===== src/hdl/rgb_wave_pkg.sv =====
`timescale 1ns / 1ps

package rgb_wave_pkg;

   // Field and port widths
   localparam int LedW     = 2;
   localparam int CsrIdxW  = 3;
   localparam int CsrDataW = 8;

   // Register indexes on the csr port
   typedef enum logic [CsrIdxW-1:0] {
      CSR_ENABLE     = 3'd0,
      CSR_MODE       = 3'd1,
      CSR_HUE_STEP   = 3'd2,
      CSR_SATURATION = 3'd3,
      CSR_WAVE_WIDTH = 3'd4,
      CSR_VALUE      = 3'd5,
      CSR_SCALE      = 3'd6
   } csr_index_type;

   // Effect modes (code 3 behaves as static)
   localparam logic [1:0] MODE_STATIC  = 2'd0;
   localparam logic [1:0] MODE_RAINBOW = 2'd1;
   localparam logic [1:0] MODE_WAVE    = 2'd2;

   // Fixed-point constants: 255 is 1.0
   localparam logic [8:0]  HUE_WRAP  = 9'd254;
   localparam logic [8:0]  HUE_FULL  = 9'd255;
   localparam logic [7:0]  LEVEL_MAX = 8'd255;
   localparam logic [15:0] FULL_SQ   = 16'd65025;
   // ceil(2^32 / 255): exact floor(n / 255) for any n below 2^24
   localparam logic [24:0] RECIP_255 = 25'd16843010;

   // Datapath operations
   typedef enum logic [3:0] {
      OP_NONE,
      OP_HUE,
      OP_LHUE,
      OP_SECT,
      OP_MULX,
      OP_MULN,
      OP_DIV1,
      OP_DIV2,
      OP_STORE,
      OP_MULS,
      OP_DIVS,
      OP_EMIT
   } op_type;

   // Sequencer states
   typedef enum logic [3:0] {
      ST_IDLE,
      ST_LHUE,
      ST_SECT,
      ST_MULX,
      ST_MULN,
      ST_DIV1,
      ST_DIV2,
      ST_STORE,
      ST_MULS,
      ST_DIVS,
      ST_EMIT
   } state_type;

   // Controller to datapath
   typedef struct packed {
      op_type          op;
      logic [LedW-1:0] led;
      logic [1:0]      sel;   // level term (P, Q, T) or color channel (R, G, B)
      logic            last;
   } cmd_type;

   // Datapath to controller
   typedef struct packed {
      logic enable;
      logic convert;
      logic out_free;
   } status_type;

   // floor(n / 255) by reciprocal multiply
   function automatic logic [16:0] div255(input logic [23:0] n);
      logic [48:0] p;
      p = {25'd0, n} * {24'd0, RECIP_255};
      return p[48:32];
   endfunction

   // Sector of u = 6 * hue, that is floor(u / 255), by parallel compares
   function automatic logic [2:0] hsv_sector(input logic [10:0] u);
      logic [2:0] s;
      s = 3'd0;
      for (int k = 1; k <= 6; k++) begin
         if (u >= 11'(255 * k)) begin
            s = s + 3'd1;
         end
      end
      return s;
   endfunction

   // 255 * sector
   function automatic logic [10:0] sector_base(input logic [2:0] s);
      logic [10:0] b;
      unique case (s)
         3'd0:    b = 11'd0;
         3'd1:    b = 11'd255;
         3'd2:    b = 11'd510;
         3'd3:    b = 11'd765;
         3'd4:    b = 11'd1020;
         3'd5:    b = 11'd1275;
         3'd6:    b = 11'd1530;
         default: b = 11'd1785;
      endcase
      return b;
   endfunction

endpackage


===== src/hdl/rgb_wave_ctrl.sv =====
`timescale 1ns / 1ps

module rgb_wave_ctrl #(
   parameter int LED_COUNT = 3
) (
   input  logic                     clock,
   input  logic                     reset,
   input  logic                     req_valid,
   input  logic                     req_tick,
   output logic                     req_stall,
   input  rgb_wave_pkg::status_type status,
   output rgb_wave_pkg::cmd_type    cmd
);
   import rgb_wave_pkg::*;

   localparam logic [LedW-1:0] LastLed = LedW'(LED_COUNT - 1);

   state_type       state_ff, state_in;
   logic [LedW-1:0] led_ff, led_in;
   logic [1:0]      sel_ff, sel_in;

   // State and counters
   always_ff @(posedge clock) begin
      if (reset) begin
         state_ff <= ST_IDLE;
         led_ff   <= '0;
         sel_ff   <= '0;
      end else begin
         state_ff <= state_in;
         led_ff   <= led_in;
         sel_ff   <= sel_in;
      end
   end

   // Sequencing: per LED convert (15 steps), then per LED scale and emit (7 steps)
   always_comb begin
      state_in  = state_ff;
      led_in    = led_ff;
      sel_in    = sel_ff;
      req_stall = 1'b1;
      cmd.op    = OP_NONE;
      cmd.led   = led_ff;
      cmd.sel   = sel_ff;
      cmd.last  = (led_ff == LastLed);

      unique case (state_ff)
         ST_IDLE: begin
            req_stall = 1'b0;
            led_in    = '0;
            sel_in    = '0;
            if (req_valid && req_tick && status.enable) begin
               cmd.op   = OP_HUE;
               state_in = status.convert ? ST_LHUE : ST_MULS;
            end
         end
         ST_LHUE: begin
            cmd.op   = OP_LHUE;
            state_in = ST_SECT;
         end
         ST_SECT: begin
            cmd.op   = OP_SECT;
            sel_in   = '0;
            state_in = ST_MULX;
         end
         ST_MULX: begin
            cmd.op   = OP_MULX;
            state_in = ST_MULN;
         end
         ST_MULN: begin
            cmd.op   = OP_MULN;
            state_in = ST_DIV1;
         end
         ST_DIV1: begin
            cmd.op   = OP_DIV1;
            state_in = ST_DIV2;
         end
         ST_DIV2: begin
            cmd.op = OP_DIV2;
            if (sel_ff == 2'd2) begin
               sel_in   = '0;
               state_in = ST_STORE;
            end else begin
               sel_in   = sel_ff + 2'd1;
               state_in = ST_MULX;
            end
         end
         ST_STORE: begin
            cmd.op = OP_STORE;
            if (led_ff == LastLed) begin
               led_in   = '0;
               state_in = ST_MULS;
            end else begin
               led_in   = led_ff + LedW'(1);
               state_in = ST_LHUE;
            end
         end
         ST_MULS: begin
            cmd.op   = OP_MULS;
            state_in = ST_DIVS;
         end
         ST_DIVS: begin
            cmd.op = OP_DIVS;
            if (sel_ff == 2'd2) begin
               sel_in   = '0;
               state_in = ST_EMIT;
            end else begin
               sel_in   = sel_ff + 2'd1;
               state_in = ST_MULS;
            end
         end
         ST_EMIT: begin
            if (status.out_free) begin
               cmd.op = OP_EMIT;
               if (led_ff == LastLed) begin
                  led_in   = '0;
                  state_in = ST_IDLE;
               end else begin
                  led_in   = led_ff + LedW'(1);
                  state_in = ST_MULS;
               end
            end
         end
         default: begin
            state_in = ST_IDLE;
         end
      endcase
   end

endmodule


===== src/hdl/rgb_wave_dp.sv =====
`timescale 1ns / 1ps

module rgb_wave_dp #(
   parameter int LED_COUNT = 3
) (
   input  logic                                   clock,
   input  logic                                   reset,
   input  rgb_wave_pkg::cmd_type                  cmd,
   output rgb_wave_pkg::status_type               status,
   input  logic                                   csr_write_en,
   input  logic [rgb_wave_pkg::CsrIdxW-1:0]       csr_index,
   input  logic [rgb_wave_pkg::CsrDataW-1:0]      csr_data,
   output logic                                   rsp_valid,
   input  logic                                   rsp_stall,
   output logic [rgb_wave_pkg::LedW-1:0]          rsp_led_index,
   output logic [7:0]                             rsp_red_out,
   output logic [7:0]                             rsp_green_out,
   output logic [7:0]                             rsp_blue_out,
   output logic                                   rsp_last_led
);
   import rgb_wave_pkg::*;

   // Configuration registers
   logic       enable_ff;
   logic [1:0] mode_ff;
   logic [7:0] hue_step_ff;
   logic [7:0] saturation_ff;
   logic [6:0] wave_width_ff;
   logic [7:0] value_ff;
   logic [7:0] scale_ff;

   // Working registers
   logic [7:0]  hue_ff;
   logic [7:0]  lhue_ff;
   logic [2:0]  sector_ff;
   logic [7:0]  frac_ff;
   logic [23:0] prod_ff;
   logic [16:0] quot_ff;
   logic [7:0]  lvl_ff [3];
   logic [7:0]  chan_ff [3];
   logic [23:0] color_ff [LED_COUNT];

   // Output register
   logic            rsp_valid_ff;
   logic [LedW-1:0] rsp_led_ff;
   logic [7:0]      rsp_red_ff, rsp_green_ff, rsp_blue_ff;
   logic            rsp_last_ff;

   logic [8:0]  hue_sum;
   logic [7:0]  hue_in;
   logic [8:0]  led_offset;
   logic [8:0]  lhue_sum;
   logic [7:0]  lhue_in;
   logic [10:0] hue_x6;
   logic [2:0]  sector_in;
   logic [7:0]  frac_in;
   logic [7:0]  term_k;
   logic [7:0]  color_byte;
   logic [15:0] mul_a;
   logic [7:0]  mul_b;
   logic [23:0] mul_p;
   logic [23:0] div_src;
   logic [16:0] div_q;
   logic [23:0] rgb_in;

   // Hue advance with wrap past 254
   always_comb begin
      hue_sum = {1'b0, hue_ff} + {1'b0, hue_step_ff};
      hue_in  = (hue_sum > HUE_WRAP) ? 8'd0 : hue_sum[7:0];
   end

   // Per-LED hue: wave offset of led * width, folded back by 255
   always_comb begin
      led_offset = 9'd0;
      if (mode_ff == MODE_WAVE) begin
         unique case (cmd.led)
            2'd1:    led_offset = {2'b00, wave_width_ff};
            2'd2:    led_offset = {1'b0, wave_width_ff, 1'b0};
            default: led_offset = 9'd0;
         endcase
      end
      lhue_sum = {1'b0, hue_ff} + led_offset;
      lhue_in  = (lhue_sum > HUE_WRAP) ? 8'(lhue_sum - HUE_FULL) : lhue_sum[7:0];
   end

   // Sector and fraction of 6 * hue
   always_comb begin
      hue_x6    = {1'b0, lhue_ff, 2'b00} + {2'b00, lhue_ff, 1'b0};
      sector_in = hsv_sector(hue_x6);
      frac_in   = 8'(hue_x6 - sector_base(sector_in));
   end

   // Shared multiplier
   always_comb begin
      unique case (cmd.sel)
         2'd0:    term_k = LEVEL_MAX;
         2'd1:    term_k = frac_ff;
         default: term_k = LEVEL_MAX - frac_ff;
      endcase
      unique case (cmd.sel)
         2'd0:    color_byte = color_ff[cmd.led][23:16];
         2'd1:    color_byte = color_ff[cmd.led][15:8];
         default: color_byte = color_ff[cmd.led][7:0];
      endcase
      priority case (cmd.op)
         OP_MULX: begin
            mul_a = {8'd0, term_k};
            mul_b = saturation_ff;
         end
         OP_MULN: begin
            mul_a = FULL_SQ - prod_ff[15:0];
            mul_b = value_ff;
         end
         default: begin
            mul_a = {8'd0, color_byte};
            mul_b = scale_ff;
         end
      endcase
      mul_p = 24'(mul_a) * 24'(mul_b);
   end

   // Shared divide-by-255
   always_comb begin
      div_src = (cmd.op == OP_DIV2) ? {7'd0, quot_ff} : prod_ff;
      div_q   = div255(div_src);
   end

   // Six-sector color select; V, P, Q, T
   always_comb begin
      unique case (sector_ff)
         3'd0:    rgb_in = {value_ff, lvl_ff[2], lvl_ff[0]};
         3'd1:    rgb_in = {lvl_ff[1], value_ff, lvl_ff[0]};
         3'd2:    rgb_in = {lvl_ff[0], value_ff, lvl_ff[2]};
         3'd3:    rgb_in = {lvl_ff[0], lvl_ff[1], value_ff};
         3'd4:    rgb_in = {lvl_ff[2], lvl_ff[0], value_ff};
         3'd5:    rgb_in = {value_ff, lvl_ff[0], lvl_ff[1]};
         default: rgb_in = {LEVEL_MAX, LEVEL_MAX, LEVEL_MAX};
      endcase
   end

   // Configuration writes
   always_ff @(posedge clock) begin
      if (reset) begin
         enable_ff     <= 1'b0;
         mode_ff       <= MODE_STATIC;
         hue_step_ff   <= 8'd1;
         saturation_ff <= 8'd255;
         wave_width_ff <= 7'd50;
         value_ff      <= 8'd255;
         scale_ff      <= 8'd255;
      end else if (csr_write_en) begin
         unique case (csr_index)
            CSR_ENABLE:     enable_ff     <= csr_data[0];
            CSR_MODE:       mode_ff       <= csr_data[1:0];
            CSR_HUE_STEP:   hue_step_ff   <= csr_data;
            CSR_SATURATION: saturation_ff <= csr_data;
            CSR_WAVE_WIDTH: wave_width_ff <= csr_data[6:0];
            CSR_VALUE:      value_ff      <= csr_data;
            CSR_SCALE:      scale_ff      <= csr_data;
            default: ;
         endcase
      end
   end

   // State that reset defines: hue and stored colors
   always_ff @(posedge clock) begin
      if (reset) begin
         hue_ff <= 8'd1;
         for (int i = 0; i < LED_COUNT; i++) begin
            color_ff[i] <= '0;
         end
      end else begin
         if (cmd.op == OP_HUE) begin
            hue_ff <= hue_in;
         end
         if (cmd.op == OP_STORE) begin
            color_ff[cmd.led] <= rgb_in;
         end
      end
   end

   // Intermediate results
   always_ff @(posedge clock) begin
      if (cmd.op == OP_LHUE) begin
         lhue_ff <= lhue_in;
      end
      if (cmd.op == OP_SECT) begin
         sector_ff <= sector_in;
         frac_ff   <= frac_in;
      end
      if (cmd.op == OP_MULX || cmd.op == OP_MULN || cmd.op == OP_MULS) begin
         prod_ff <= mul_p;
      end
      if (cmd.op == OP_DIV1) begin
         quot_ff <= div_q;
      end
      if (cmd.op == OP_DIV2) begin
         lvl_ff[cmd.sel] <= div_q[7:0];
      end
      if (cmd.op == OP_DIVS) begin
         chan_ff[cmd.sel] <= div_q[7:0];
      end
   end

   // Output register
   always_ff @(posedge clock) begin
      if (reset) begin
         rsp_valid_ff <= 1'b0;
      end else if (cmd.op == OP_EMIT) begin
         rsp_valid_ff <= 1'b1;
      end else if (!rsp_stall) begin
         rsp_valid_ff <= 1'b0;
      end
   end

   always_ff @(posedge clock) begin
      if (cmd.op == OP_EMIT) begin
         rsp_led_ff   <= cmd.led;
         rsp_red_ff   <= chan_ff[0];
         rsp_green_ff <= chan_ff[1];
         rsp_blue_ff  <= chan_ff[2];
         rsp_last_ff  <= cmd.last;
      end
   end

   assign status.enable   = enable_ff;
   assign status.convert  = (mode_ff == MODE_RAINBOW) || (mode_ff == MODE_WAVE);
   assign status.out_free = !rsp_valid_ff || !rsp_stall;

   assign rsp_valid     = rsp_valid_ff;
   assign rsp_led_index = rsp_led_ff;
   assign rsp_red_out   = rsp_red_ff;
   assign rsp_green_out = rsp_green_ff;
   assign rsp_blue_out  = rsp_blue_ff;
   assign rsp_last_led  = rsp_last_ff;

endmodule


===== src/hdl/rgb_rainbow_wave_effect_top.sv =====
// Rainbow / wave color effect for a string of LED_COUNT RGB LEDs (1 to 3).
// Request channel (req_valid, req_stall, req_tick): one beat per timer tick.
// A tick beat with req_tick low, or taken while the effect is disabled,
// produces nothing. Otherwise the stored hue advances and LED_COUNT response
// beats follow on rsp_*, one per LED in index order, rsp_last_led on the last.
// Config (csr_write_en, csr_index, csr_data) is to be written by the user only
// while the block is idle; the block itself does not enforce this.
// Rainbow and wave modes convert hue to RGB before output; static mode skips
// the conversion and rescales the stored colors. Cost is set by one shared
// multiplier and one shared divide-by-255 unit, stepped by the sequencer: 15
// steps per LED of HSV conversion, 7 steps per LED of scaling and output.
// req_stall is high while a tick is in progress; a new tick is taken the cycle
// after the last beat is loaded, even if that beat still waits in rsp_*.
// A stall on rsp_stall holds the beat in the output register and pauses the
// sequencer before the next beat. Synchronous reset clears the output, sets
// the hue to 1, clears the stored colors and loads the register defaults.
`timescale 1ns / 1ps

module rgb_rainbow_wave_effect_top #(
   parameter int LED_COUNT = 3
) (
   input  logic                                clock,
   input  logic                                reset,
   input  logic                                req_valid,
   output logic                                req_stall,
   input  logic                                req_tick,
   output logic                                rsp_valid,
   input  logic                                rsp_stall,
   output logic [rgb_wave_pkg::LedW-1:0]       rsp_led_index,
   output logic [7:0]                          rsp_red_out,
   output logic [7:0]                          rsp_green_out,
   output logic [7:0]                          rsp_blue_out,
   output logic                                rsp_last_led,
   input  logic                                csr_write_en,
   input  logic [rgb_wave_pkg::CsrIdxW-1:0]    csr_index,
   input  logic [rgb_wave_pkg::CsrDataW-1:0]   csr_data
);
   import rgb_wave_pkg::*;

   cmd_type    cmd;
   status_type status;

   // Sequencer
   rgb_wave_ctrl #(
      .LED_COUNT (LED_COUNT)
   ) u_ctrl (
      .clock     (clock),
      .reset     (reset),
      .req_valid (req_valid),
      .req_tick  (req_tick),
      .req_stall (req_stall),
      .status    (status),
      .cmd       (cmd)
   );

   // Arithmetic, state and output register
   rgb_wave_dp #(
      .LED_COUNT (LED_COUNT)
   ) u_dp (
      .clock         (clock),
      .reset         (reset),
      .cmd           (cmd),
      .status        (status),
      .csr_write_en  (csr_write_en),
      .csr_index     (csr_index),
      .csr_data      (csr_data),
      .rsp_valid     (rsp_valid),
      .rsp_stall     (rsp_stall),
      .rsp_led_index (rsp_led_index),
      .rsp_red_out   (rsp_red_out),
      .rsp_green_out (rsp_green_out),
      .rsp_blue_out  (rsp_blue_out),
      .rsp_last_led  (rsp_last_led)
   );

endmodule


===== config.mk =====
export PLATFORM = sky130hd
export DESIGN_NAME = rgb_rainbow_wave_effect_top
export DESIGN_NICKNAME = d
export VERILOG_FILES = /design/src/hdl/rgb_wave_pkg.sv /design/src/hdl/rgb_wave_ctrl.sv /design/src/hdl/rgb_wave_dp.sv /design/src/hdl/rgb_rainbow_wave_effect_top.sv
export SDC_FILE = /design/constraint.sdc
export NUM_CORES = 1
export LEC_CHECK = 0
export ABC_AREA = 1
export BUFFER_PORTS_ARGS = -buffer_cell sky130_fd_sc_hd__buf_2
export CORE_MARGIN = 1.5
export CORE_UTILIZATION = 58
export CTS_BUF_LIST = sky130_fd_sc_hd__clkbuf_16
export DETAILED_ROUTE_END_ITERATION = 8
export HOLD_SLACK_MARGIN = 0.08
export PLACE_DENSITY = 0.8
export SYNTH_ARGS = -nofsm -noshare
export SYNTH_HDL_FRONTEND = slang
export SYNTH_SLANG_ARGS = --single-unit

===== constraint.sdc =====
create_clock -name clock -period 6.1 [get_ports clock]
set_input_delay 0.305 -clock clock [delete_from_list [all_inputs] [get_ports clock]]
set_output_delay 0.305 -clock clock [all_outputs]
set_load 0.03 [all_outputs]

# Yosys cells after proc, flatten, opt, wreduce, memory -nomap -nowiden
# Memories as Yosys holds them, arrays and structs flattened. A register that Yosys moved wholly into a read port is not among the register bits.
# Cells that the tools add are included.
dict set report word_totals {
  out_inout_bits 29
  inputBits 17
  mem_bits_rw 120
  elab_cells 170
  mem_count 3
  register_bits 122
}
dict set report classes {
  mux 50
  n_reduce_logical 27
  multipliers 2
  n_addsub 14
  n_lt_le_gt_ge 8
  n_eq_ne 47
}
# memory depth width read_ports rd_ports_with_merged_regs write_ports line_no
set mem_list {}
lappend mem_list {u_dp.color_ff 3 24 1 1 3 rgb_wave_dp.sv:41} ;# logic [23:0] color_ff [LED_COUNT];
lappend mem_list {u_dp.chan_ff 3 8 3 3 1 rgb_wave_dp.sv:40} ;# logic [7:0] chan_ff [3];
lappend mem_list {u_dp.lvl_ff 3 8 3 0 1 rgb_wave_dp.sv:39} ;# logic [7:0] lvl_ff [3];
# op count
set ops {}
lappend ops {{case mux 24 bit (6 select lines)} 1}
lappend ops {{case mux 4 bit (11 select lines)} 2}
lappend ops {{case mux 8 bit (2 select lines)} 4}
lappend ops {{case mux 8 bit (7 select lines)} 1}
lappend ops {{multiplier 24 x 24 -> 48 bit, second input constant} 1}
lappend ops {{2-to-1 mux 24 bit} 2}
lappend ops {{== test 4 x 3 -> 1 bit, second input constant} 8}
lappend ops {{case mux 16 bit (2 select lines)} 1}
lappend ops {{== test 4 bit, second input constant} 7}
lappend ops {{== test 3 bit, second input constant} 8}
lappend ops {{multiplier 16 x 8 -> 24 bit} 1}
lappend ops {{2-to-1 mux 4 bit} 6}
lappend ops {{OR reduction 24 bit} 1}
lappend ops {{greater-or-equal comparator 11 x 10 -> 1 bit, second input constant} 2}
lappend ops {{greater-or-equal comparator 11 bit, second input constant} 2}
lappend ops {{== test 3 x 2 -> 1 bit, second input constant} 6}
lappend ops {{greater-than comparator 9 x 8 -> 1 bit, second input constant} 2}
lappend ops {{2-to-1 mux 3 bit} 6}
lappend ops {{AND reduction 2 bit} 9}
lappend ops {{== test 4 x 2 -> 1 bit, second input constant} 4}
lappend ops {{2-to-1 mux 8 bit} 2}
lappend ops {{subtractor 16 bit, first input constant} 1}
lappend ops {{2-to-1 mux 1 bit} 15}
lappend ops {{2-to-1 mux 2 bit} 7}
lappend ops {{29 further kinds} 49}

# Depth between registers and ports, before layout
# Gate-level depths: netlist of the first run.
dict set report logic_depth {
  word_depth 16
  mapped_depth 40
  mapped_depth_nobuf 40
}

# Cells and area by module
# From an unflattened synthesis of the first run, not the netlist that was laid out.
dict set report hier_totals {
  cells_unflattened 2548
  hier_area_um2 22212.6
}
# mod instances area_each_um2 cells_each
set by_module_without_submodules {}
lappend by_module_without_submodules {rgb_wave_dp 1 21639.5 2456}
lappend by_module_without_submodules {rgb_wave_ctrl 1 573.0 92}

# Least setup slack after synthesis of the first run
# OpenSTA, ideal clock, no wires.
dict set report synth_timing {
  kind {flip-flop to flip-flop}
  from {register u_ctrl.state_ff[0]}
  to {register u_dp.prod_ff[20], data pin}
  setup_time_ns 0.259
  arrival_time_ns 5.630
  setup_slack_ns 0.211
  stages_incl_launch_ff 25
  required_time_ns 5.841
  cell_sequence {dfxtp_1 > nand2_1 > nor2_2 > nor2_1 > clkinv_1 > nor2_1 > a221oi_1 > nor2_1 > fa_1 > inv_1 > fa_1 > fa_1 > fa_1 > inv_1 > ha_1 > a21oi_1 > o21ai_1 > a21o_1 > a31oi_1 > o21ai_1 > a21boi_0 > o21ai_1 > nand2_1 > nand2_1 > xor2_1}
}
dict set report synth_between {
  elab_chain_cells 5
  word_cells_on_any_way 17
  cone_classes {mul (1); eq/ne (12); mux (3); reduce/logical (1)}
}
# item line_no
set synth_lines {}
lappend synth_lines {{start: declaration} rgb_wave_ctrl.sv:18} ;# state_type state_ff, state_in;
lappend synth_lines {{start signal: assignment} rgb_wave_ctrl.sv:29} ;# state_ff <= state_in;
lappend synth_lines {{== test 4 bit, or another cell as far along} rgb_wave_ctrl.sv:46} ;# unique case (state_ff)
lappend synth_lines {{case mux 4 bit (11 select lines) *} rgb_wave_ctrl.sv:46}
lappend synth_lines {{== test 4 x 3 -> 1 bit} rgb_wave_dp.sv:105} ;# priority case (cmd.op)
lappend synth_lines {{case mux 16 bit (2 select lines) or case mux 8 bit (2 select lines) (tied branches)} rgb_wave_dp.sv:105}
lappend synth_lines {{multiplier 16 x 8 -> 24 bit *} rgb_wave_dp.sv:119} ;# mul_p = 24'(mul_a) * 24'(mul_b);
lappend synth_lines {{net u_dp.mul_p[20]} rgb_wave_dp.sv:61} ;# logic [23:0] mul_p;
lappend synth_lines {{end signal: assignment} rgb_wave_dp.sv:192} ;# prod_ff <= mul_p;
lappend synth_lines {{end: declaration} rgb_wave_dp.sv:37} ;# logic [23:0] prod_ff;
# The timed path passes the listed nets; every way through them passes the cells marked *.
# A chain may end at the register's enable or synchronous reset.

# Final worst setup path of the first run
dict set report layout_timing {
  from {register u_dp.prod_ff[1]}
  to {register u_dp.prod_ff[21], data pin}
}
dict set report layout_between {
  elab_chain_cells 3
}
# item line_no
set layout_lines {}
lappend layout_lines {{subtractor 16 bit} rgb_wave_dp.sv:111} ;# mul_a = FULL_SQ - prod_ff[15:0];
lappend layout_lines {{case mux 16 bit (2 select lines)} rgb_wave_dp.sv:105}
lappend layout_lines {{multiplier 16 x 8 -> 24 bit} rgb_wave_dp.sv:119}
lappend layout_lines {{net u_dp.mul_p[21]} rgb_wave_dp.sv:61}
# The timed path passes the listed nets, and every way through them passes these cells.

==> flow_summary.ini, run 1 <==
[sta]
finalCritPeriodShare_pct = 97.4
layout_min_cycle_time_ns = 5.94
maxSlewViolCount = 0
hold_ws_ns = 0.0999
final-hold-violation-count = 0
setup_ws_ns = 0.156
tightestPinTransition_ns = 1.24
skew_ns = 0.0139
fin_setup_tns_ns = 0
slew_headroom_pct = 17.4
setup_violations = 0
max_freq_ghz = 0.168

[power_and_ir_drop]
vdd_ir_drop_max_v = 0.000183
p_seq_share_pct = 43.5
clkPwrFrac_pct = 35.8
switching_share_pct = 28.2
leakage_nw = 12.0
internal-power_mw = 3.67
powerDensity_nw_per_um2 = 202
p_sw_mw = 1.44
combinationalPowerShare_pct = 20.7

[critical_path]
rrSetupSlack_ns = 0.16
cp-start-kind = flop
r2r_end = u_dp.prod_ff[21]
cp_slowest_cell = fa_1
critPathRequiredTime_ns = 6.41
slowest_delay_ns = 0.55
cp-end-kind = flop
critPathMaxFanout = 7
criticalPathCategory = flop to flop
timing.rr.start = u_dp.prod_ff[1]
crit_arrival_ns = 6.26
rr_worst_depth = 29

[yosys]
yosysWarnings = 0
netlist_area_um2 = 22200
syn_nets = 2936
syn_area_per_cell_um2 = 8.70
syn-instance-count = 2550
synth_edf_count = 231
yosysSeqAreaShare_pct = 36.8
async_reset_ff_share_pct = 0
synthDistinctLibCells = 54
ys.flop_type = edfxtp_1
synth-seq-cells = 292

[drt]
ant_nets = 0
drt-initial-drc-count = 1791
wirelength_um = 57400
drc = 0
routed_via_density = 5.76
drt_pass1_iterations = 8
via_count = 18600
avgRoutedWirePerCell_um = 17.8

[global_route]
antenna_found_initial = 0
grt_pass1_wl_um = 90700
grt_overflow = 0
grt_usage_pct = 28.8
grt_start_max_net_pins = 49
first_global_vias = 18400

[cells_and_area]
drive_gt1_share_pct = 12.3
final_cell_mix = 416 x nand2_1, 386 x inv_1, 360 x nor2_1
final_common_cell = nand2_1
nFillCells = 2936
seqCellArea_um2 = 8160
fin_util_pct = 67.3
area_growth_pct = 14.2
antenna_cells = 0
multiInputGateArea_um2 = 12800
nNetsFinal = 3077

[run]
max-cap-violations = 0

[min_path]
holdPathEnd = u_dp.wave_width_ff[1]
min_path_type = input port to flop
hold_depth = 3
hp-start = csr_data[1]

[clocking]
cts_sinks = 292
cts.clk_slew.worst_paths_ns = 0.06
root_buffer = clkbuf_16
cts_buffers = 30
cts_tree = done
clk_path_buf_depth = 3
htreeDepth = 1
worstSkewPairLatency_ns = 0.57

[die]
die_h_um = 199
rows = 71
core-area_um2 = 37700
die_w_um = 199
boundaryPins = 46
start_util_pct = 58.9
fp.dieArea_um2 = 39500

[placement]
gp_congestion = 0.923
dp_slack_ns = -0.148
port_buffers = 45
dp_hpwl_um = 42600

[outcome]
status = finished clean
==> worst max-delay path by stage <==
stage          cells past startpoint                from  slack, ns               end
4_1_cts                           28     u_dp.prod_ff[1]      0.005  u_dp.prod_ff[20]
3_5_place_dp                      27     u_dp.prod_ff[1]      -0.15  u_dp.prod_ff[20]
6_report                          29     u_dp.prod_ff[1]       0.16  u_dp.prod_ff[21]
5_1_grt                           28     u_dp.prod_ff[1]      -0.13  u_dp.prod_ff[21]
3_3_place_gp                      28     u_dp.prod_ff[2]      0.007  u_dp.prod_ff[20]
2_1_floorplan                     24  u_ctrl.state_ff[0]       0.21  u_dp.prod_ff[20]
==> state kept, by name (all words and copies together) (netlist names), 17 cells and up, named ones only <==
register / count
u_dp.chan_ff: 24
u_dp.quot_ff: 17
u_dp.prod_ff: 24
u_dp.color_ff: 96
u_dp.lvl_ff: 24
==> critical path: cells and delay by family, from the launching register on <==
kind	cells	cell delay (ns)
AOI/OAI and AO/OA	8	1.35
xor gates and xnor gates	1	0.15
and+or+nand+nor	7	0.60
DFF	1	0.40
buffers and inverters	7	0.65
adders and majority gates	6	2.50
==> synth_stat cells, drive strengths merged (4+ instances only) <==
cell	n	area, um^2
and2	9	56.3
nor3b	4	30.0
clkbuf	38	143
nor3	20	100
or2	9	56.3
fa	103	2060
o221ai	9	78.8
a32o	7	70.1
nor2	385	1460
nor4	19	119
o31ai	5	37.5
buf	15	70.1
o311ai	4	35.0
nand2	441	1740
o22ai	17	106
xor2	38	333
a21boi	4	30.0
dfxtp	61	1220
xnor2	15	131
o211ai	27	203
nand3	92	500
a22oi	12	90.1
a31oi	12	75.1
a21oi	156	781
o21a	5	37.5
edfxtp	231	6940
ha	266	3330
o21bai	5	41.3
clkinv	6	22.5
a221oi	11	96.3
a21o	9	67.6
o21ai	90	458
nand4	14	87.6
inv	398	1490
==> stage by stage <==
step | std cells | total power, mW | area (um^2)
3_3_place_gp | 3137 | 3.19 | 23500
2_1_floorplan | 2550 | 2.91 | 22200
5_1_grt | 3226 | 5.33 | 25400
3_5_place_dp | 3137 | 3.22 | 23500
4_1_cts | 3204 | 5.03 | 24700
6_report | 3226 | 5.12 | 25400
==> logic make-up (layout without fill, tap and decap cells) <==
group	after synthesis	count (layout)	synth area share (%)
compound gates	381	381	10.2
xor+xnor	53	53	2.09
fa+ha+maj	369	369	24.3
buf+inv	457	622	7.79
flops	292	292	36.8
mux	1	1	0.0451
simple gates	997	997	18.8
==> timing repair <==
action / 4_1_cts / 5_1_grt
hold endpoints to repair: 27 / 0
setup buffers: 1 / 22
hold buffers: 10 / 0
resized for setup: 11 / 101
endpoints found under the setup margin: 7 / 16
pin swaps: 1 / 28
cloned: 0 / 0
==> power groups by stage <==
stage	Combinational [mW]	Clock, mW	Sequential, mW
3_3_place_gp	0.918	0	2.27
3_5_place_dp	0.949	0	2.27
6_report	1.06	1.83	2.23
4_1_cts	0.959	1.84	2.23
5_1_grt	1.18	1.92	2.23
2_1_floorplan	0.640	0	2.26
==> area by class of cell <==
type                            instances  share of cell area (%)
Clock buffer                           30                    2.96
Inverter                              404                    6.01
Sequential cell                       292                    32.2
Timing Repair Buffer                  162                    4.78
Multi-Input combinational cell       1801                    50.6
Tap cell                              511                    2.52
Clock inverter                         26                   0.977
==> routing by layer <==
metal / up-vias / wire length (um) / part of all wire [%] / track usage, %
met2: 766 / 27800 / 48 / 50.0
met5: - / 0 / 0 / 0
met4: 0 / 1680 / 2.9 / 8.61
li1: 8757 / - / - / -
met3: 163 / 3680 / 6.4 / 3.14
met1: 8905 / 24200 / 42 / 38.1
No activity file was read; power rests on OpenSTA's default activity.
==> inputs of run 2 (changes only) <==
--- a/config.mk
+++ b/config.mk
@@ -8,11 +8,11 @@
 export ABC_AREA = 1
 export BUFFER_PORTS_ARGS = -buffer_cell sky130_fd_sc_hd__buf_2
 export CORE_MARGIN = 1.5
-export CORE_UTILIZATION = 58
+export CORE_UTILIZATION = 45
 export CTS_BUF_LIST = sky130_fd_sc_hd__clkbuf_16
 export DETAILED_ROUTE_END_ITERATION = 8
 export HOLD_SLACK_MARGIN = 0.08
-export PLACE_DENSITY = 0.8
+export PLACE_DENSITY = 0.65
 export SYNTH_ARGS = -nofsm -noshare
 export SYNTH_HDL_FRONTEND = slang
 export SYNTH_SLANG_ARGS = --single-unit
==> run 2 against run 1 <==
Power fell by 0.41%; utilization shrank 15 points; global-route usage fell by 6.3 points; register-to-register slack improved by 0.07 ns; combinational power is essentially flat; sequential share of layout area down 0.26 points; non-clock buffer count up 26; via count decreased by 3.3%; cell area is 0.82% higher; flip-flop and latch count did not move; largest power group unchanged; die area increased by 28%; critical path type unchanged; cell count up 5.5%.
==> flow_summary.ini, run 2 (same netlist as run 1, synthesis figures left out) <==
[cells_and_area]
seqCellArea_um2 = 8160
antenna_cells = 0
top_register = u_dp.color_ff
final_area_um2 = 25600
final_cell_mix = 420 x nand2_1, 389 x inv_1, 367 x nor2_1
fin_cells = 3403
final_common_cell = nand2_1
nFillCells = 4549
drive_gt1_share_pct = 12.2
largest_reg_flops = 96
multiInputGateArea_um2 = 12700
fin_util_pct = 52.3
nNetsFinal = 3104
area_growth_pct = 15.2

[clocking]
htreeDepth = 1
cts.clk_slew.worst_paths_ns = 0.06
root_buffer = clkbuf_16
worstSkewPairLatency_ns = 0.58
cts_buffers = 31
cts_sinks = 292
cts_tree = done
clk_path_buf_depth = 3

[die]
die_w_um = 225
core-area_um2 = 48800
rows = 81
die_h_um = 225
boundaryPins = 46
start_util_pct = 45.4
fp.dieArea_um2 = 50700

[drt]
avgRoutedWirePerCell_um = 16.8
drt-initial-drc-count = 1123
via_count = 18000
drc = 0
wirelength_um = 57000
drt_pass1_iterations = 6
ant_nets = 0
routed_via_density = 5.29

[global_route]
grt_start_max_net_pins = 49
grt_pass1_wl_um = 91600
grt_overflow = 0
grt_usage_pct = 22.5
first_global_vias = 17900
antenna_found_initial = 0

[power_and_ir_drop]
vdd_ir_drop_max_v = 0.000217
powerDensity_nw_per_um2 = 199
internal-power_mw = 3.68
switching_share_pct = 27.8
clkPwrFrac_pct = 35.5
p_sw_mw = 1.42
combinationalPowerShare_pct = 20.8
finalPower_mw = 5.10
leakage_nw = 12.1
p_seq_share_pct = 43.7

[sta]
tightestPinTransition_ns = 1.12
hold_ws_ns = 0.0981
maxSlewViolCount = 0
finalCritPeriodShare_pct = 96.3
slew_headroom_pct = 24.9
max_freq_ghz = 0.170
final-hold-violation-count = 0
skew_ns = 0.0229
layout_min_cycle_time_ns = 5.87
rsz0062_at_grt = true
setup_violations = 0

[outcome]
status = finished clean

[critical_path]
crit_arrival_ns = 6.18
cp-start-kind = flop
rrSetupSlack_ns = 0.23
criticalPathCategory = flop to flop
critPathRequiredTime_ns = 6.41
cp-end-kind = flop
critPathMaxFanout = 24

[placement]
dp_hpwl_um = 43700
port_buffers = 45
dp_cells = 3322
gp_congestion = 0.935
placed_area_um2 = 24000

[min_path]
min_path_type = input port to flop

[run]
max-cap-violations = 0
## run 2: layer usage
layer	up-vias	wire [um]	share of wire [%]	GRT usage, %
met4	0	1190	2.1	5.02
met5	-	0	0	0
met1	8621	25800	45	30.5
met2	481	26900	47	38.4
met3	84	3130	5.5	3.08
li1	8799	-	-	-
## run 2: cell type report
| class | instances | share of cell area (%) |
|---|---|---|
| multi-input combinational | 1801 | 49.5 |
| sequential | 292 | 31.9 |
| inverter | 404 | 5.96 |
| timing repair buffer | 188 | 5.56 |
| tap | 664 | 3.25 |
| clock buffer | 33 | 3.23 |
| clock inverter | 21 | 0.582 |
## run 2: metrics by stage
stage	setup WS (ns)	setup TNS, ns
final	0.227	0
after global routing	-0.0629	-0.267
after CTS	0.000813	0
after global placement	0.0204	0
after floorplan	0.211	0
after detailed placement	-0.0706	-0.131
## run 2: worst paths after layout
path / from / to / depth (start not counted)
max: flop / u_dp.prod_ff[20] / 26
min reg2reg: u_dp.chan_ff[2][1] / rsp_blue_out[1] / 0
min: csr_data[0] / u_dp.scale_ff[0] / 3
max reg2reg: flop / u_dp.prod_ff[20] / 26
## run 2: critical path: stages, from the launching register on
cell        delay [ns]
dfxtp_2           0.44
buf_12            0.20
nand2_1           0.06
a32o_1            0.25
nand2_1           0.06
o221ai_1          0.18
a21boi_2          0.22
buf_4             0.16
clkinvlp_4        0.22
nor2_4            0.16
fa_1              0.42
fa_1              0.47
fa_1              0.54
inv_1             0.05
fa_1              0.52
inv_1             0.04
ha_1              0.33
a21oi_1           0.16
o21ai_1           0.10
a21o_1            0.21
a31oi_4           0.16
o21ai_2           0.09
a21boi_2          0.18
o21ai_2           0.08
nand2_1           0.07
nand2_1           0.05
xor2_1            0.14
## run 2: power groups by stage
stage / clock (mW) / sequential (mW) / combinational (mW)
2_1_floorplan: 0 / 2.26 / 0.640
3_3_place_gp: 0 / 2.27 / 0.971
3_5_place_dp: 0 / 2.27 / 0.987
4_1_cts: 1.84 / 2.23 / 0.999
5_1_grt: 1.89 / 2.23 / 1.20
6_report: 1.81 / 2.23 / 1.06
## run 2: timing repair
action,4_1_cts,5_1_grt
endpoints found under the hold margin,19,0
endpoints found under the setup margin,3,23
buffers inserted,1,14
hold buffers,10,0
gates cloned,0,2
pin swaps,2,25
resized for setup,6,72
==> inputs of run 3 (changes only) <==
--- a/config.mk
+++ b/config.mk
@@ -5,11 +5,12 @@
 export SDC_FILE = /design/constraint.sdc
 export NUM_CORES = 1
 export LEC_CHECK = 0
-export ABC_AREA = 1
+export ABC_AREA = 0
 export BUFFER_PORTS_ARGS = -buffer_cell sky130_fd_sc_hd__buf_2
 export CORE_MARGIN = 1.5
 export CORE_UTILIZATION = 45
 export CTS_BUF_LIST = sky130_fd_sc_hd__clkbuf_16
+export CTS_CLUSTER_SIZE = 20
 export DETAILED_ROUTE_END_ITERATION = 8
 export HOLD_SLACK_MARGIN = 0.08
 export PLACE_DENSITY = 0.65
==> run 3 against run 2 <==
Cell count decreased by 14%; sequential share of layout area increased by 0.43 points; power decreased by 1.2%; critical endpoint is now u_dp.prod_ff[22]; critical path type unchanged; synthesized cell count decreased by 17%; count of clock-buffer cells in the layout decreased by 2; flip-flop and latch count unchanged; die area decreased by 3.4%.
==> flow_summary.ini, run 3 <==
[sta]
setup_ws_ns = 0.0259
layout_min_cycle_time_ns = 6.07
tightestPinTransition_ns = 1.18
max_freq_ghz = 0.165
fin_setup_tns_ns = 0
final-hold-violation-count = 0
rsz0062_at_grt = true
setup_violations = 0
maxSlewViolCount = 0
skew_ns = 0.0187
finalCritPeriodShare_pct = 99.6
slew_headroom_pct = 21.1

[clocking]
worstSkewPairLatency_ns = 0.59
cts_buffers = 31
cts.clk_slew.worst_paths_ns = 0.06
htreeDepth = 1
cts_sinks = 292
cts_tree = done
clk_path_buf_depth = 3
root_buffer = clkbuf_16

[global_route]
grt_overflow = 0
antenna_found_initial = 0
grt_pass1_wl_um = 81600
grt_usage_pct = 20.7
first_global_vias = 16000
grt_start_max_net_pins = 62

[die]
core-area_um2 = 46800
boundaryPins = 46
rows = 79
start_util_pct = 45.9
fp.dieArea_um2 = 49000
die_w_um = 221
die_h_um = 221

[power_and_ir_drop]
internal-power_mw = 3.69
leakage_nw = 11.4
clkPwrFrac_pct = 36.3
combinationalPowerShare_pct = 19.5
p_seq_share_pct = 44.1
powerDensity_nw_per_um2 = 200
p_sw_mw = 1.35
switching_share_pct = 26.7
finalPower_mw = 5.04
vdd_ir_drop_max_v = 0.000184

[critical_path]
cp-start-kind = flop
slowest_delay_ns = 0.58
criticalPathCategory = flop to flop
crit_path_cell_trace = or4_4 -> or4_4 -> o21ai_2 -> nor2_2 -> buf_4 -> nand2_1 -> xor2_1 -> nand2_2 -> buf_6 -> or2_1 -> fa_1 -> fa_1 -> fa_1 -> inv_1 -> fa_1 -> ha_4 -> and3_1 -> a211o_1 -> a31oi_1 -> o21ai_1 -> xor2_1
crit_start = u_dp.prod_ff[5]
rrSetupSlack_ns = 0.03
cp_num_buf_inv = 3
path_depth = 21
critPathRequiredTime_ns = 6.43
critPathTopFamily = adder cells
critPathMaxFanout = 6
crit_path_frequent_cell = fa_1
crit_end = u_dp.prod_ff[22]
cp-end-kind = flop
rr_worst_depth = 21
r2r_end = u_dp.prod_ff[22]
timing.rr.start = u_dp.prod_ff[5]
cp_slowest_cell = fa_1
crit_arrival_ns = 6.40

[yosys]
synth-seq-cells = 292
async_reset_ff_share_pct = 0
syn_nets = 2490
yosys.area.top_type_share_pct = 32.4
yosysMostFrequentCell = nor2_1
syn_area_per_cell_um2 = 10.2
yosysSeqAreaShare_pct = 38.0
synth.area.top_cells = edfxtp_1 32%, ha_1 16%, fa_1 9.6%
netlist_area_um2 = 21400
syn-instance-count = 2104
ys.flop_type = edfxtp_1
synth_area_leader_cell = edfxtp_1
yosysWarnings = 0
synth_edf_count = 231
synthTopCellsByCount = 286 x nor2_1, 266 x ha_1, 246 x inv_1, 231 x edfxtp_1, 197 x nand2_1
synthDistinctLibCells = 75

[cells_and_area]
final_area_um2 = 25200
drive_gt1_share_pct = 18.4
top_register = u_dp.color_ff
antenna_cells = 0
area_growth_pct = 17.7
nFillCells = 4092
final_common_cell = nor2_1
final_cell_mix = 278 x nor2_1, 252 x ha_1, 244 x inv_1
nNetsFinal = 2691
largest_reg_flops = 96

[drt]
drt_pass1_iterations = 9
avgRoutedWirePerCell_um = 17.5
ant_nets = 0
routed_via_density = 5.40
dr_wl_met2_um = 24700
drc = 0
via_count = 15900
wl_met1_um = 22300
wirelength_um = 51400
wl_met3_um = 3020
top_layer_used = met4
drt-initial-drc-count = 1112

[placement]
port_buffers = 45
placed_area_um2 = 23400
dp_hpwl_um = 38600
dp_slack_ns = -0.189
gp_congestion = 0.882

[outcome]
status = finished clean

[min_path]
min_path_type = input port to flop

[run]
max-cap-violations = 0
run 3: kinds of logic after synthesis:
logic type      Yosys count  share of synthesized area, %
compound gates          337                          10.9
xor+xnor                 74                          3.09
fa+ha+maj               369                          25.1
buf+inv                 316                          5.53
flops                   292                          38.0
mux                      40                          3.29
simple gates            676                          14.0
run 3: area by class of cell:
cell class	instances	area (um^2)	share of cell area [%]
inverters	249	935	3.70
clock buffers	31	776	3.07
clock inverters	27	210	0.833
multi-input cells	1496	12600	50.0
flip-flops and latches	292	8160	32.3
repair buffers	235	1790	7.07
well taps	607	759	3.01
run 3: power groups by stage:
stage          Combinational [mW]  Clock, mW  Sequential [mW]
6_report                    0.984       1.83             2.22
5_1_grt                      1.12       1.95             2.22
4_1_cts                     0.911       1.86             2.22
3_5_place_dp                0.893          0             2.27
3_3_place_gp                0.878          0             2.26
2_1_floorplan               0.600          0             2.26
run 3: tightest hold or removal path, cell delays in order:
cell	delay, ns
buf_2	0.12
nand2_1	0.08
buf_4	0.13
a21oi_1	0.05
run 3: through the flow:
step           instances  utilization [%]  hold WS [ns]
4_1_cts             2899             52.5         0.126
3_5_place_dp        2832             50.1         0.405
3_3_place_gp        2832             50.1         0.403
6_report            2937             54.0         0.153
5_1_grt             2937             54.0         0.177
2_1_floorplan       2104                -         0.400
run 3: per-layer routing:
layer,GRT usage (%),vias up
met1,26.4,7691
met3,3.96,95
li1,-,7695
met4,6.18,0
met5,0,-
met2,35.5,387
run 3: worst min path at each step:
stage	to	depth (start not counted)	slack, ns	from
floorplan	rsp_blue_out[0]	0	0.40	u_dp.chan_ff[2][0]
global placement	rsp_green_out[3]	0	0.40	u_dp.chan_ff[1][3]
detailed placement	rsp_blue_out[2]	0	0.40	u_dp.chan_ff[2][2]
CTS	u_dp.rsp_valid	4	0.13	rsp_stall
global route	u_dp.rsp_valid	4	0.18	rsp_stall
finish	u_dp.rsp_valid	4	0.15	rsp_stall
run 3: timing repair:
item | CTS | global route
setup endpoints to repair | 20 | 56
setup buffers | 1 | 37
endpoints found under the hold margin | 39 | 0
pin swaps | 5 | 55
hold buffers | 8 | 0
resized for setup | 19 | 88
gates cloned | 0 | 1
